### src/design/lru_key_value_cache_core_macros.svh
// Assertion macros for the LRU key-value cache core.
// Depends on nothing; included by the files that carry assertions.
`ifndef LRU_KEY_VALUE_CACHE_CORE_MACROS_SVH
`define LRU_KEY_VALUE_CACHE_CORE_MACROS_SVH

`ifndef SYNTH
// Condition must hold at every clock edge outside reset.
`define LKVC_ASSERT_ALWAYS(label, clk, rst, cond, msg) \
   label: assert property (@(posedge clk) disable iff (rst) (cond)) else $error(msg);
// Consequent must hold in the cycle after the antecedent.
`define LKVC_ASSERT_NEXT(label, clk, rst, ante, cons, msg) \
   label: assert property (@(posedge clk) disable iff (rst) (ante) |=> (cons)) else $error(msg);
`else
`define LKVC_ASSERT_ALWAYS(label, clk, rst, cond, msg)
`define LKVC_ASSERT_NEXT(label, clk, rst, ante, cons, msg)
`endif

`endif

### src/design/lkvc_pkg.sv
// Shared constants and types for the LRU key-value cache core.
// Depends on nothing; used by every module of the block.
`timescale 1ns / 1ps

package lkvc_pkg;

   localparam int ENTRIES     = 16;
   localparam int KEY_WIDTH   = 32;
   localparam int VALUE_WIDTH = 32;

   // Slot index and age rank widths
   localparam int IDX_W  = (ENTRIES > 1) ? $clog2(ENTRIES) : 1;
   localparam int RANK_W = IDX_W;
   // Entry count holds 0..ENTRIES
   localparam int CNT_W  = $clog2(ENTRIES + 1);
   // Capacity register, fixed at five bits
   localparam int CAP_W  = 5;
   localparam int CMP_W  = (CNT_W > CAP_W) ? CNT_W : CAP_W;

   localparam logic [CAP_W-1:0] CAP_RESET = 5'd16;

   // Action codes
   localparam logic ACTION_GET = 1'b0;
   localparam logic ACTION_PUT = 1'b1;

   // Result of the parallel key search
   typedef struct packed {
      logic              hit;
      logic [IDX_W-1:0]  hit_idx;
      logic [IDX_W-1:0]  victim_idx;
      logic [RANK_W-1:0] victim_rank;
      logic [IDX_W-1:0]  free_idx;
   } lookup_type;

   // One result item
   typedef struct packed {
      logic                   hit;
      logic [VALUE_WIDTH-1:0] read_value;
      logic                   evicted;
   } rsp_type;

endpackage

### src/design/lkvc_match.sv
// Parallel key compare, victim search and free slot search over all entries.
// Depends on lkvc_pkg.
`timescale 1ns / 1ps

module lkvc_match (
   input  logic [lkvc_pkg::KEY_WIDTH-1:0] keys   [lkvc_pkg::ENTRIES],
   input  logic                           valid  [lkvc_pkg::ENTRIES],
   input  logic [lkvc_pkg::RANK_W-1:0]    ranks  [lkvc_pkg::ENTRIES],
   input  logic [lkvc_pkg::CNT_W-1:0]     count,
   input  logic [lkvc_pkg::KEY_WIDTH-1:0] key,
   output lkvc_pkg::lookup_type           lookup
);

   logic [lkvc_pkg::RANK_W-1:0] oldest_rank;

   // Least recent valid entry carries rank count-1
   assign oldest_rank = lkvc_pkg::RANK_W'(count - lkvc_pkg::CNT_W'(1));

   // Scan from the top so the lowest matching slot wins
   always_comb begin
      lookup             = '0;
      lookup.victim_rank = oldest_rank;
      for (int i = lkvc_pkg::ENTRIES - 1; i >= 0; i--) begin
         if (valid[i] && (keys[i] == key)) begin
            lookup.hit     = 1'b1;
            lookup.hit_idx = lkvc_pkg::IDX_W'(i);
         end
         if (valid[i] && (ranks[i] == oldest_rank)) begin
            lookup.victim_idx = lkvc_pkg::IDX_W'(i);
         end
         if (!valid[i]) begin
            lookup.free_idx = lkvc_pkg::IDX_W'(i);
         end
      end
   end

endmodule

### src/design/lkvc_store.sv
// Entry array with keys, values, valid bits, age ranks and fill count,
// plus the access decision and LRU update. Depends on lkvc_pkg, lkvc_match.
`timescale 1ns / 1ps

module lkvc_store (
   input  logic                             clock,
   input  logic                             reset,
   input  logic                             in_vld,
   input  logic                             in_action,
   input  logic [lkvc_pkg::KEY_WIDTH-1:0]   in_key,
   input  logic [lkvc_pkg::VALUE_WIDTH-1:0] in_value,
   input  logic [lkvc_pkg::CAP_W-1:0]       capacity,
   output lkvc_pkg::rsp_type                rsp,
   output logic                             empty
);

   logic [lkvc_pkg::KEY_WIDTH-1:0]   keys_ff   [lkvc_pkg::ENTRIES];
   logic [lkvc_pkg::VALUE_WIDTH-1:0] values_ff [lkvc_pkg::ENTRIES];
   logic                             valid_ff  [lkvc_pkg::ENTRIES];
   logic                             valid_in  [lkvc_pkg::ENTRIES];
   logic [lkvc_pkg::RANK_W-1:0]      rank_ff   [lkvc_pkg::ENTRIES];
   logic [lkvc_pkg::RANK_W-1:0]      rank_in   [lkvc_pkg::ENTRIES];
   logic [lkvc_pkg::CNT_W-1:0]       count_ff;
   logic [lkvc_pkg::CNT_W-1:0]       count_in;

   lkvc_pkg::lookup_type        lookup;
   logic [lkvc_pkg::CMP_W-1:0]  cap_sat;
   logic [lkvc_pkg::CMP_W-1:0]  count_ext;
   logic                        wr_key_en;
   logic                        wr_val_en;
   logic [lkvc_pkg::IDX_W-1:0]  wr_idx;
   logic                        prom_en;
   logic                        prom_all;
   logic [lkvc_pkg::IDX_W-1:0]  prom_idx;
   logic [lkvc_pkg::RANK_W-1:0] prom_limit;

   lkvc_match u_match (
      .keys   (keys_ff),
      .valid  (valid_ff),
      .ranks  (rank_ff),
      .count  (count_ff),
      .key    (in_key),
      .lookup (lookup)
   );

   // Clamp capacity to the array depth
   always_comb begin
      cap_sat = lkvc_pkg::CMP_W'(capacity);
      if (cap_sat > lkvc_pkg::CMP_W'(lkvc_pkg::ENTRIES)) begin
         cap_sat = lkvc_pkg::CMP_W'(lkvc_pkg::ENTRIES);
      end
   end

   assign count_ext = lkvc_pkg::CMP_W'(count_ff);
   assign empty     = (count_ff == '0);

   // Decide the access: result, slot write and promotion
   always_comb begin
      rsp        = '0;
      valid_in   = valid_ff;
      count_in   = count_ff;
      wr_key_en  = 1'b0;
      wr_val_en  = 1'b0;
      wr_idx     = lookup.hit_idx;
      prom_en    = 1'b0;
      prom_all   = 1'b0;
      prom_idx   = lookup.hit_idx;
      prom_limit = rank_ff[lookup.hit_idx];
      if (in_vld) begin
         if (lookup.hit) begin
            rsp.hit = 1'b1;
            prom_en = 1'b1;
            if (in_action == lkvc_pkg::ACTION_PUT) begin
               wr_val_en      = 1'b1;
               rsp.read_value = in_value;
            end else begin
               rsp.read_value = values_ff[lookup.hit_idx];
            end
         end else if (in_action == lkvc_pkg::ACTION_GET) begin
            rsp.read_value = '1;
         end else begin
            rsp.read_value = in_value;
            if (cap_sat == '0) begin
               // Pair goes in and straight back out
               rsp.evicted = 1'b1;
            end else if (count_ext >= cap_sat) begin
               // Replace the least recent entry
               rsp.evicted = 1'b1;
               wr_key_en   = 1'b1;
               wr_val_en   = 1'b1;
               wr_idx      = lookup.victim_idx;
               prom_en     = 1'b1;
               prom_idx    = lookup.victim_idx;
               prom_limit  = lookup.victim_rank;
            end else begin
               // Fill the first free slot, everyone else ages
               wr_key_en                 = 1'b1;
               wr_val_en                 = 1'b1;
               wr_idx                    = lookup.free_idx;
               valid_in[lookup.free_idx] = 1'b1;
               count_in                  = count_ff + lkvc_pkg::CNT_W'(1);
               prom_en                   = 1'b1;
               prom_all                  = 1'b1;
               prom_idx                  = lookup.free_idx;
            end
         end
      end
   end

   // Age younger entries and make the touched slot most recent
   always_comb begin
      rank_in = rank_ff;
      if (prom_en) begin
         for (int i = 0; i < lkvc_pkg::ENTRIES; i++) begin
            if (valid_ff[i] && (lkvc_pkg::IDX_W'(i) != prom_idx) &&
                (prom_all || (rank_ff[i] < prom_limit))) begin
               rank_in[i] = rank_ff[i] + lkvc_pkg::RANK_W'(1);
            end
         end
         rank_in[prom_idx] = '0;
      end
   end

   // Control state: valid bits, ranks, count
   always_ff @(posedge clock) begin
      if (reset) begin
         for (int i = 0; i < lkvc_pkg::ENTRIES; i++) begin
            valid_ff[i] <= 1'b0;
            rank_ff[i]  <= '0;
         end
         count_ff <= '0;
      end else begin
         valid_ff <= valid_in;
         rank_ff  <= rank_in;
         count_ff <= count_in;
      end
   end

   // Payload: keys and values
   always_ff @(posedge clock) begin
      if (wr_key_en) begin
         keys_ff[wr_idx] <= in_key;
      end
      if (wr_val_en) begin
         values_ff[wr_idx] <= in_value;
      end
   end

endmodule

### src/design/lru_key_value_cache_core.sv
// Top level of the LRU key-value cache: request and response registers,
// capacity register and assertions. Depends on lkvc_pkg, lkvc_store, macros.
`timescale 1ns / 1ps
`include "lru_key_value_cache_core_macros.svh"

// Fully associative 16-entry key-value cache with least-recently-used
// replacement.
// Requests: a get (req_action 0) or put (req_action 1) with req_key and
// req_value is transferred at a clock edge where start is high and busy low.
// busy is high only in the cycle after reset, so a request can be taken in
// every cycle.
// Responses: rsp_hit, rsp_read_value and rsp_evicted are valid for one cycle
// while rsp_strobe is high; the request passes the request register and then
// the response register before the strobe rises. The receiver cannot stall,
// so one response leaves per cycle.
// The request register feeds one pass of key compare, victim and free-slot
// search and rank update, which writes the entry array and the response
// register at the same edge; the next request sees the updated ranks.
// Configuration: csr_data is the capacity (reset 16, above 16 acts as 16);
// csr_ready is always high and a write is dropped unless the cache is empty.
// Reset clears valid bits, ranks and the count at once; no clearing pass.

module lru_key_value_cache_core (
   input  logic                                    clock,
   input  logic                                    reset,
   input  logic                                    start,
   output logic                                    busy,
   input  logic                                    req_action,
   input  logic signed [lkvc_pkg::KEY_WIDTH-1:0]   req_key,
   input  logic signed [lkvc_pkg::VALUE_WIDTH-1:0] req_value,
   output logic                                    rsp_strobe,
   output logic                                    rsp_hit,
   output logic signed [lkvc_pkg::VALUE_WIDTH-1:0] rsp_read_value,
   output logic                                    rsp_evicted,
   input  logic                                    csr_valid,
   output logic                                    csr_ready,
   input  logic [lkvc_pkg::CAP_W-1:0]              csr_data
);

   logic                             busy_ff;
   logic                             in_vld_ff;
   logic                             in_vld_in;
   logic                             in_action_ff;
   logic [lkvc_pkg::KEY_WIDTH-1:0]   in_key_ff;
   logic [lkvc_pkg::VALUE_WIDTH-1:0] in_value_ff;
   logic [lkvc_pkg::CAP_W-1:0]       capacity_ff;
   logic                             cap_wr;
   logic                             store_empty;
   lkvc_pkg::rsp_type                rsp_in;
   lkvc_pkg::rsp_type                rsp_ff;
   logic                             rsp_strobe_ff;

   assign busy      = busy_ff;
   assign csr_ready = 1'b1;
   assign in_vld_in = start && !busy_ff;
   assign cap_wr    = csr_valid && csr_ready && store_empty;

   // Hold busy through reset and clear it once reset is released
   always_ff @(posedge clock) begin
      if (reset) begin
         busy_ff <= 1'b1;
      end else begin
         busy_ff <= 1'b0;
      end
   end

   // Capture a request transfer
   always_ff @(posedge clock) begin
      if (reset) begin
         in_vld_ff <= 1'b0;
      end else begin
         in_vld_ff <= in_vld_in;
      end
   end

   always_ff @(posedge clock) begin
      if (in_vld_in) begin
         in_action_ff <= req_action;
         in_key_ff    <= req_key;
         in_value_ff  <= req_value;
      end
   end

   // Capacity register, written only while empty
   always_ff @(posedge clock) begin
      if (reset) begin
         capacity_ff <= lkvc_pkg::CAP_RESET;
      end else if (cap_wr) begin
         capacity_ff <= csr_data;
      end
   end

   lkvc_store u_store (
      .clock     (clock),
      .reset     (reset),
      .in_vld    (in_vld_ff),
      .in_action (in_action_ff),
      .in_key    (in_key_ff),
      .in_value  (in_value_ff),
      .capacity  (capacity_ff),
      .rsp       (rsp_in),
      .empty     (store_empty)
   );

   // Register the response and its strobe
   always_ff @(posedge clock) begin
      if (reset) begin
         rsp_strobe_ff <= 1'b0;
      end else begin
         rsp_strobe_ff <= in_vld_ff;
      end
   end

   always_ff @(posedge clock) begin
      if (in_vld_ff) begin
         rsp_ff <= rsp_in;
      end
   end

   assign rsp_strobe     = rsp_strobe_ff;
   assign rsp_hit        = rsp_ff.hit;
   assign rsp_read_value = rsp_ff.read_value;
   assign rsp_evicted    = rsp_ff.evicted;

   // Every captured request yields a response next cycle
   `LKVC_ASSERT_NEXT(a_rsp_follows, clock, reset, in_vld_ff, rsp_strobe_ff, "missing response")
   // A response without a captured request is invented
   `LKVC_ASSERT_NEXT(a_no_extra_rsp, clock, reset, !in_vld_ff, !rsp_strobe_ff, "extra response")
   // Eviction only happens on a miss
   `LKVC_ASSERT_ALWAYS(a_evict_miss, clock, reset,
                       !(rsp_strobe_ff && rsp_ff.evicted && rsp_ff.hit), "evict on hit")
   // Capacity holds when a write arrives while entries are present
   `LKVC_ASSERT_NEXT(a_cap_hold, clock, reset, csr_valid && !store_empty,
                     $stable(capacity_ff), "capacity changed while not empty")

endmodule
### config.mk
export PLATFORM = sky130hd
export DESIGN_NAME = lru_key_value_cache_core
export DESIGN_NICKNAME = d
export VERILOG_FILES = /design/src/design/lkvc_pkg.sv /design/src/design/lkvc_match.sv /design/src/design/lkvc_store.sv /design/src/design/lru_key_value_cache_core.sv
export VERILOG_INCLUDE_DIRS = /design/src /design/src/design
export SDC_FILE = /design/constraint.sdc
export NUM_CORES = 2
export LEC_CHECK = 0
export BUFFER_PORTS_ARGS = -buffer_cell sky130_fd_sc_hd__buf_2
export CORE_AREA = 10 10 469 471
export DETAILED_ROUTE_END_ITERATION = 8
export DIE_AREA = 0 0 479 481
export GPL_ROUTABILITY_DRIVEN = 0
export GPL_TIMING_DRIVEN = 0
export SLEW_MARGIN = 20
export SYNTH_ARGS = -nofsm -noshare
export SYNTH_HDL_FRONTEND = slang
export SYNTH_HIERARCHICAL = 1
export SYNTH_SLANG_ARGS = --single-unit
export TNS_END_PERCENT = 10
### constraint.sdc
create_clock -name clock -period 18.1 [get_ports clock]
set_input_delay 4.525 -clock clock [delete_from_list [all_inputs] [get_ports clock]]
set_output_delay 4.525 -clock clock [all_outputs]
set_load 0.05 [all_outputs]
-- Word level (Yosys, flattened, before mapping)
Memory sizes are Yosys's and may differ from the RTL's.
Index checks and enable logic that the tools add are counted.
- register bits after elaboration: 704
- bits in writable memories: 512
- output and inout bits: 37
- logic and storage cells: 372
- memories: 1
- add/sub/neg operators: 18
- $lt $le $gt $ge: 23
- eq/ne operators: 47
- multiplexer cells: 124
- bitwise logic cells: 10
- reductions and logical operators: 90
- memory list (name ; depth ; width ; rd ports ; clocked after Yosys merged registers in ; write ports ; line ; source):
    u_store.values_ff ; 16 ; 32 ; 1 ; 0 ; 1 ; lkvc_store.sv:18 ; logic [lkvc_pkg::VALUE_WIDTH-1:0] values_ff [lkvc_pkg::ENTRIES];
- operator list (kind ; count):
    $bwmux 512 ; 1
    $eq 32x32->1 ; 16
    $mux 4 ; 77
    $demux 32 s4 ; 1
    $mux 32 ; 4
    $mux 5 ; 17
    $logic_and 1x1->1 ; 68
    $add 4x1->4 const B ; 16
    $and 64x64->64 ; 1
    $eq 4x4->1 ; 16
    $lt 4x4->1 ; 16
    $not 64->64 ; 1
    $ne 4x4->1 const A ; 8
    $mux 1 ; 21
    $bmux 4 s4 ; 1
    $demux 4 s4 ; 1
    $logic_or 1x1->1 ; 16
    $ne 3x4->1 const A ; 4
    $or 16x16->16 ; 1
    $ge 5x5->1 const B ; 3
    $not 4->5 ; 3
    $logic_not 5->1 ; 2
    $lt 5x1->1 const B ; 2
    $ne 2x4->1 const A ; 2
    11 further kinds ; 14

-- Longest topological paths before layout
- depth after elaboration: 33
- mapped depth: 24

-- Modules after synthesis
The synthesis kept the hierarchy.
- modules (own cells, without submodules) (module ; instances ; cells an instance ; area each (um^2) ; seq. area each (um^2)):
    lkvc_store ; 1 ; 1990 ; 41552.4 ; 32451.1
    lkvc_match ; 1 ; 964 ; 7561.0 ; 0.0
    lru_key_value_cache_core ; 1 ; 128 ; 3286.9 ; 3133.0

-- Worst setup path before layout
No wires, ideal clock.
- kind: input-to-reg
- start: in start
- end: reg in_action_ff, enable pin
- library setup time: 0.496 ns
- data arrival time: 7.402 ns
- data required time: 17.604 ns
- slack: 10.203 ns
- stages on the path: 1
- buffers on the path: 0
- cell sequence: nor2b_1
- word-level cells in the longest chain between the ends: 1
- RTL lines (what ; line ; source):
    start: declaration ; lru_key_value_cache_core.sv:26 ; input logic start,
    $logic_and 1x1->1 ; lru_key_value_cache_core.sv:55 ; assign in_vld_in = start && !busy_ff;
    end signal: assignment ; lru_key_value_cache_core.sv:78 ; in_action_ff <= req_action;
    end: declaration ; lru_key_value_cache_core.sv:43 ; logic in_action_ff;
Every way passes these cells.
A chain may end at the register's enable or synchronous reset.

==> qor.csv <==
stage;metric;value;unit
run_status;status;completed;
clocking;cts.sinks;1216;
power;power;5.687;mW
floorplanning;die-area;230400;µm²
synthesis;synth_fp_nets;3228;
detailed_routing;via_per_inst;4.756;
global_routing;grt_first_pass_wirelength;218200;µm
clocking;clkLatencyLatePin;770;ps
synthesis;yosysWarnings;6;
setup_path;worstPathMaxFanout;17;
clocking;ctsHtreeMaxLevel;3;
synthesis;ys.flop_type;edfxtp_1;
global_routing;gr-total-overflow;0;
floorplanning;die_w;479;µm
synthesis;synth_area_leaders;edfxtp_1 (64%), mux4_2 (7.7%), xnor2_1 (6.4%);
floorplanning;rows;169;
clocking;cts.path.max_buffers;3;
floorplanning;chipHeight;481;µm
synthesis;synth.top_cell.area_share;0.6436;
floorplanning;core-area;210800;µm²
placed_design;port_buffers;108;
timing;drv_slew;0;
global_routing;first_global_vias;29290;
timing;whs;537.8;ps
detailed_routing;first_iter_violations;3353;
detailed_routing;postRouteAntennaNets;0;
clocking;cts_tree;yes;
synthesis;synthDistinctLibCells;87;
power;leakagePower;18.84;nW
synthesis;synth_edf_count;1123;
detailed_routing;totalWireLength;153500;µm
finish;layout.nets;3523;
timing;rsz0062_at_grt;false;
synthesis;ys_seq_elements;1216;
timing;finalHoldViolCount;0;
finish;drive_gt1_frac;0.2225;
floorplanning;num_io_pins;111;
synthesis;async_reset_ff_frac;0;
synthesis;syn_avg_cell_area;17.00;µm²
power;ir_drop;0.00008009;V
finish;area_growth;18.34;%
synthesis;yosysSeqAreaShare;0.6791;
synthesis;yosysTopAreaCell;edfxtp_1;
detailed_routing;drc_errors;0;
synthesis;yosys-top-cells-count;edfxtp_1 (1123), xnor2_1 (383), xor2_1 (189), mux4_2 (179), nand4_1 (103);
clocking;cts_buffers;117;
timing;worst_pin_slew;1189;ps
timing;tns;0;ps
flow_run;cap_violations;0;
placed_design;dpl.hpwl;102100;µm
synthesis;synth.most_common_cell;edfxtp_1;
hold_path;min_path_type;flop to flop;
timing;fin_crit_sh;0.5459;
global_routing;grt_max_degree;37;
detailed_routing;via_count;29970;
clocking;cts_hold_buffers;0;
power;pwr_density_cell;91.71;nW/µm²
clocking;cts_setup_buffers;0;
global_routing;grt_usage;0.1288;
timing;setup_viol;0;
clocking;cts-root-buf;clkbuf_16;
placed_design;post-place-ws;8228;ps
setup_path;cp-end-kind;flop;
global_routing;antenna_found_initial;9;
timing;slew_headroom;0.2076;
detailed_routing;wire_per_inst;24.36;µm
floorplanning;initial_core_util;0.2486;
synthesis;syn-cell-area;52400;µm²
finish;multi_input_area;15960;µm²
setup_path;crit_type;flop to flop;
clocking;clk_pin_slew;70;ps
timing;post-route-min-period;9881;ps
setup_path;arrival;10570;ps
setup_path;cp-start-kind;flop;
synthesis;postSynthCellCount;3082;
timing;skew;42.42;ps
setup_path;required;18790;ps
clocking;ctsResizeCount;0;
timing;max_freq;101.2;MHz
timing;setup_ws;8219;ps
finish;n_fill_cell;20780;
detailed_routing;first_pass_iters;6;
finish;seq_area;35590;µm²
placed cells by master (no fill, tap or decap), drive strengths merged, types with 4 or more instances in the layout:
cell	netlist	routed
and3	4	4
mux2i	4	4
clkinv	2	55
or3	16	16
a2111oi	20	20
nand4	104	104
inv	55	60
diode	0	5
a21boi	6	6
xor2	190	190
a31oi	5	5
clkbuf	37	188
bufinv	0	8
nor2b	9	9
edfxtp	1123	1123
nand2	35	35
mux4	179	179
nor3b	7	7
ha	72	72
and2	5	5
a221oi	16	16
nor4	57	57
o21ai	71	71
xnor2	386	386
or4	43	43
o22ai	4	4
o31ai	42	42
o221a	32	32
dfxtp	93	93
buf	104	277
a21bo	4	4
o21a	18	18
nand2b	9	9
nor2	73	73
nor3	27	27
or3b	15	15
nand3	58	58
o211ai	19	19
a31o	6	6
a21oi	102	102
state kept, by name, summed over array words and instances, names as in the netlist:
register	count
busy	1
capacity_ff	5
in_action_ff	1
in_key_ff	32
in_value_ff	32
in_vld_ff	1
rsp_evicted	1
rsp_hit	1
rsp_read_value	32
rsp_strobe	1
u_store/count_ext	5
u_store/keys_ff	512
u_store/rank_ff	64
u_store/valid_ff	16
u_store/values_ff	512
worst max-delay path, cell delays in order, from the launching register on:
cell and delay [ps]:
edfxtp_1 1040, buf_6 300, buf_12 200, xnor2_2 120
nand4_1 250, nor4_2 860, nand4_1 210, or4_4 640
o211ai_2 110, nand3_2 90, a31oi_1 740, buf_2 470
clkbuf_1 660, clkbuf_1 620, mux4_2 460, mux4_2 520
mux2i_4 430, buf_6 240, ha_1 270, a2111oi_0 610
a221oi_2 250, or4_1 540, a21oi_1 150
worst paths after layout:
check	from	end	slack, ps	depth (start not counted)
min	u_store/rank_ff[19]	u_store/rank_ff[19]	540	2
max	in_key_ff[9]	u_store/rank_ff[55]	8220	22
max reg2reg	in_key_ff[9]	u_store/rank_ff[55]	8220	22
min reg2reg	u_store/rank_ff[19]	u_store/rank_ff[19]	540	2
metal layers:
metal | global-route usage | routed length [µm]
met5 | 0 | 0
met3 | 0.02207 | 10670
met1 | 0.1725 | 64030
met4 | 0.03648 | 4320
met2 | 0.2142 | 74460
power by group:
| group | switching [mW] | internal [mW] |
|---|---|---|
| Combinational | 0.116 | 0.0662 |
| Sequential | 0.0393 | 3.07 |
| Clock | 1.08 | 1.31 |
| Total | 1.24 | 4.45 |
cell type report:
type,count,share of cell area
Sequential cell,1216,0.5739
Multi-Input combinational cell,1668,0.2574
Tap cell,2821,0.05692
Clock buffer,148,0.04943
Timing Repair Buffer,176,0.03357
Buffer,141,0.01533
Clock inverter,68,0.009786
Inverter,57,0.003450
Antenna cell,5,0.0002018
logic make-up after synthesis:
| family | synth area share |
|---|---|
| other | 0.00007156 |
| buffers and inverters | 0.02202 |
| AO/OA/AOI/OAI | 0.05332 |
| XOR/XNOR | 0.09749 |
| flip-flops | 0.6791 |
| AND/OR/NAND/NOR | 0.05284 |
| adder cells (fa/ha/maj) | 0.01719 |
| multiplexers | 0.07798 |
metrics by stage:
stage                     cell area (µm²)  utilization  std cells
final                               62010       0.2941       6300
after global routing                62010       0.2941       6298
after CTS                           61910       0.2936       6291
after detailed placement            58230       0.2762       6075
after global placement              56470       0.2679       6011
after floorplan                     52400            -       3082
No activity file was read; power rests on OpenSTA's default activity.
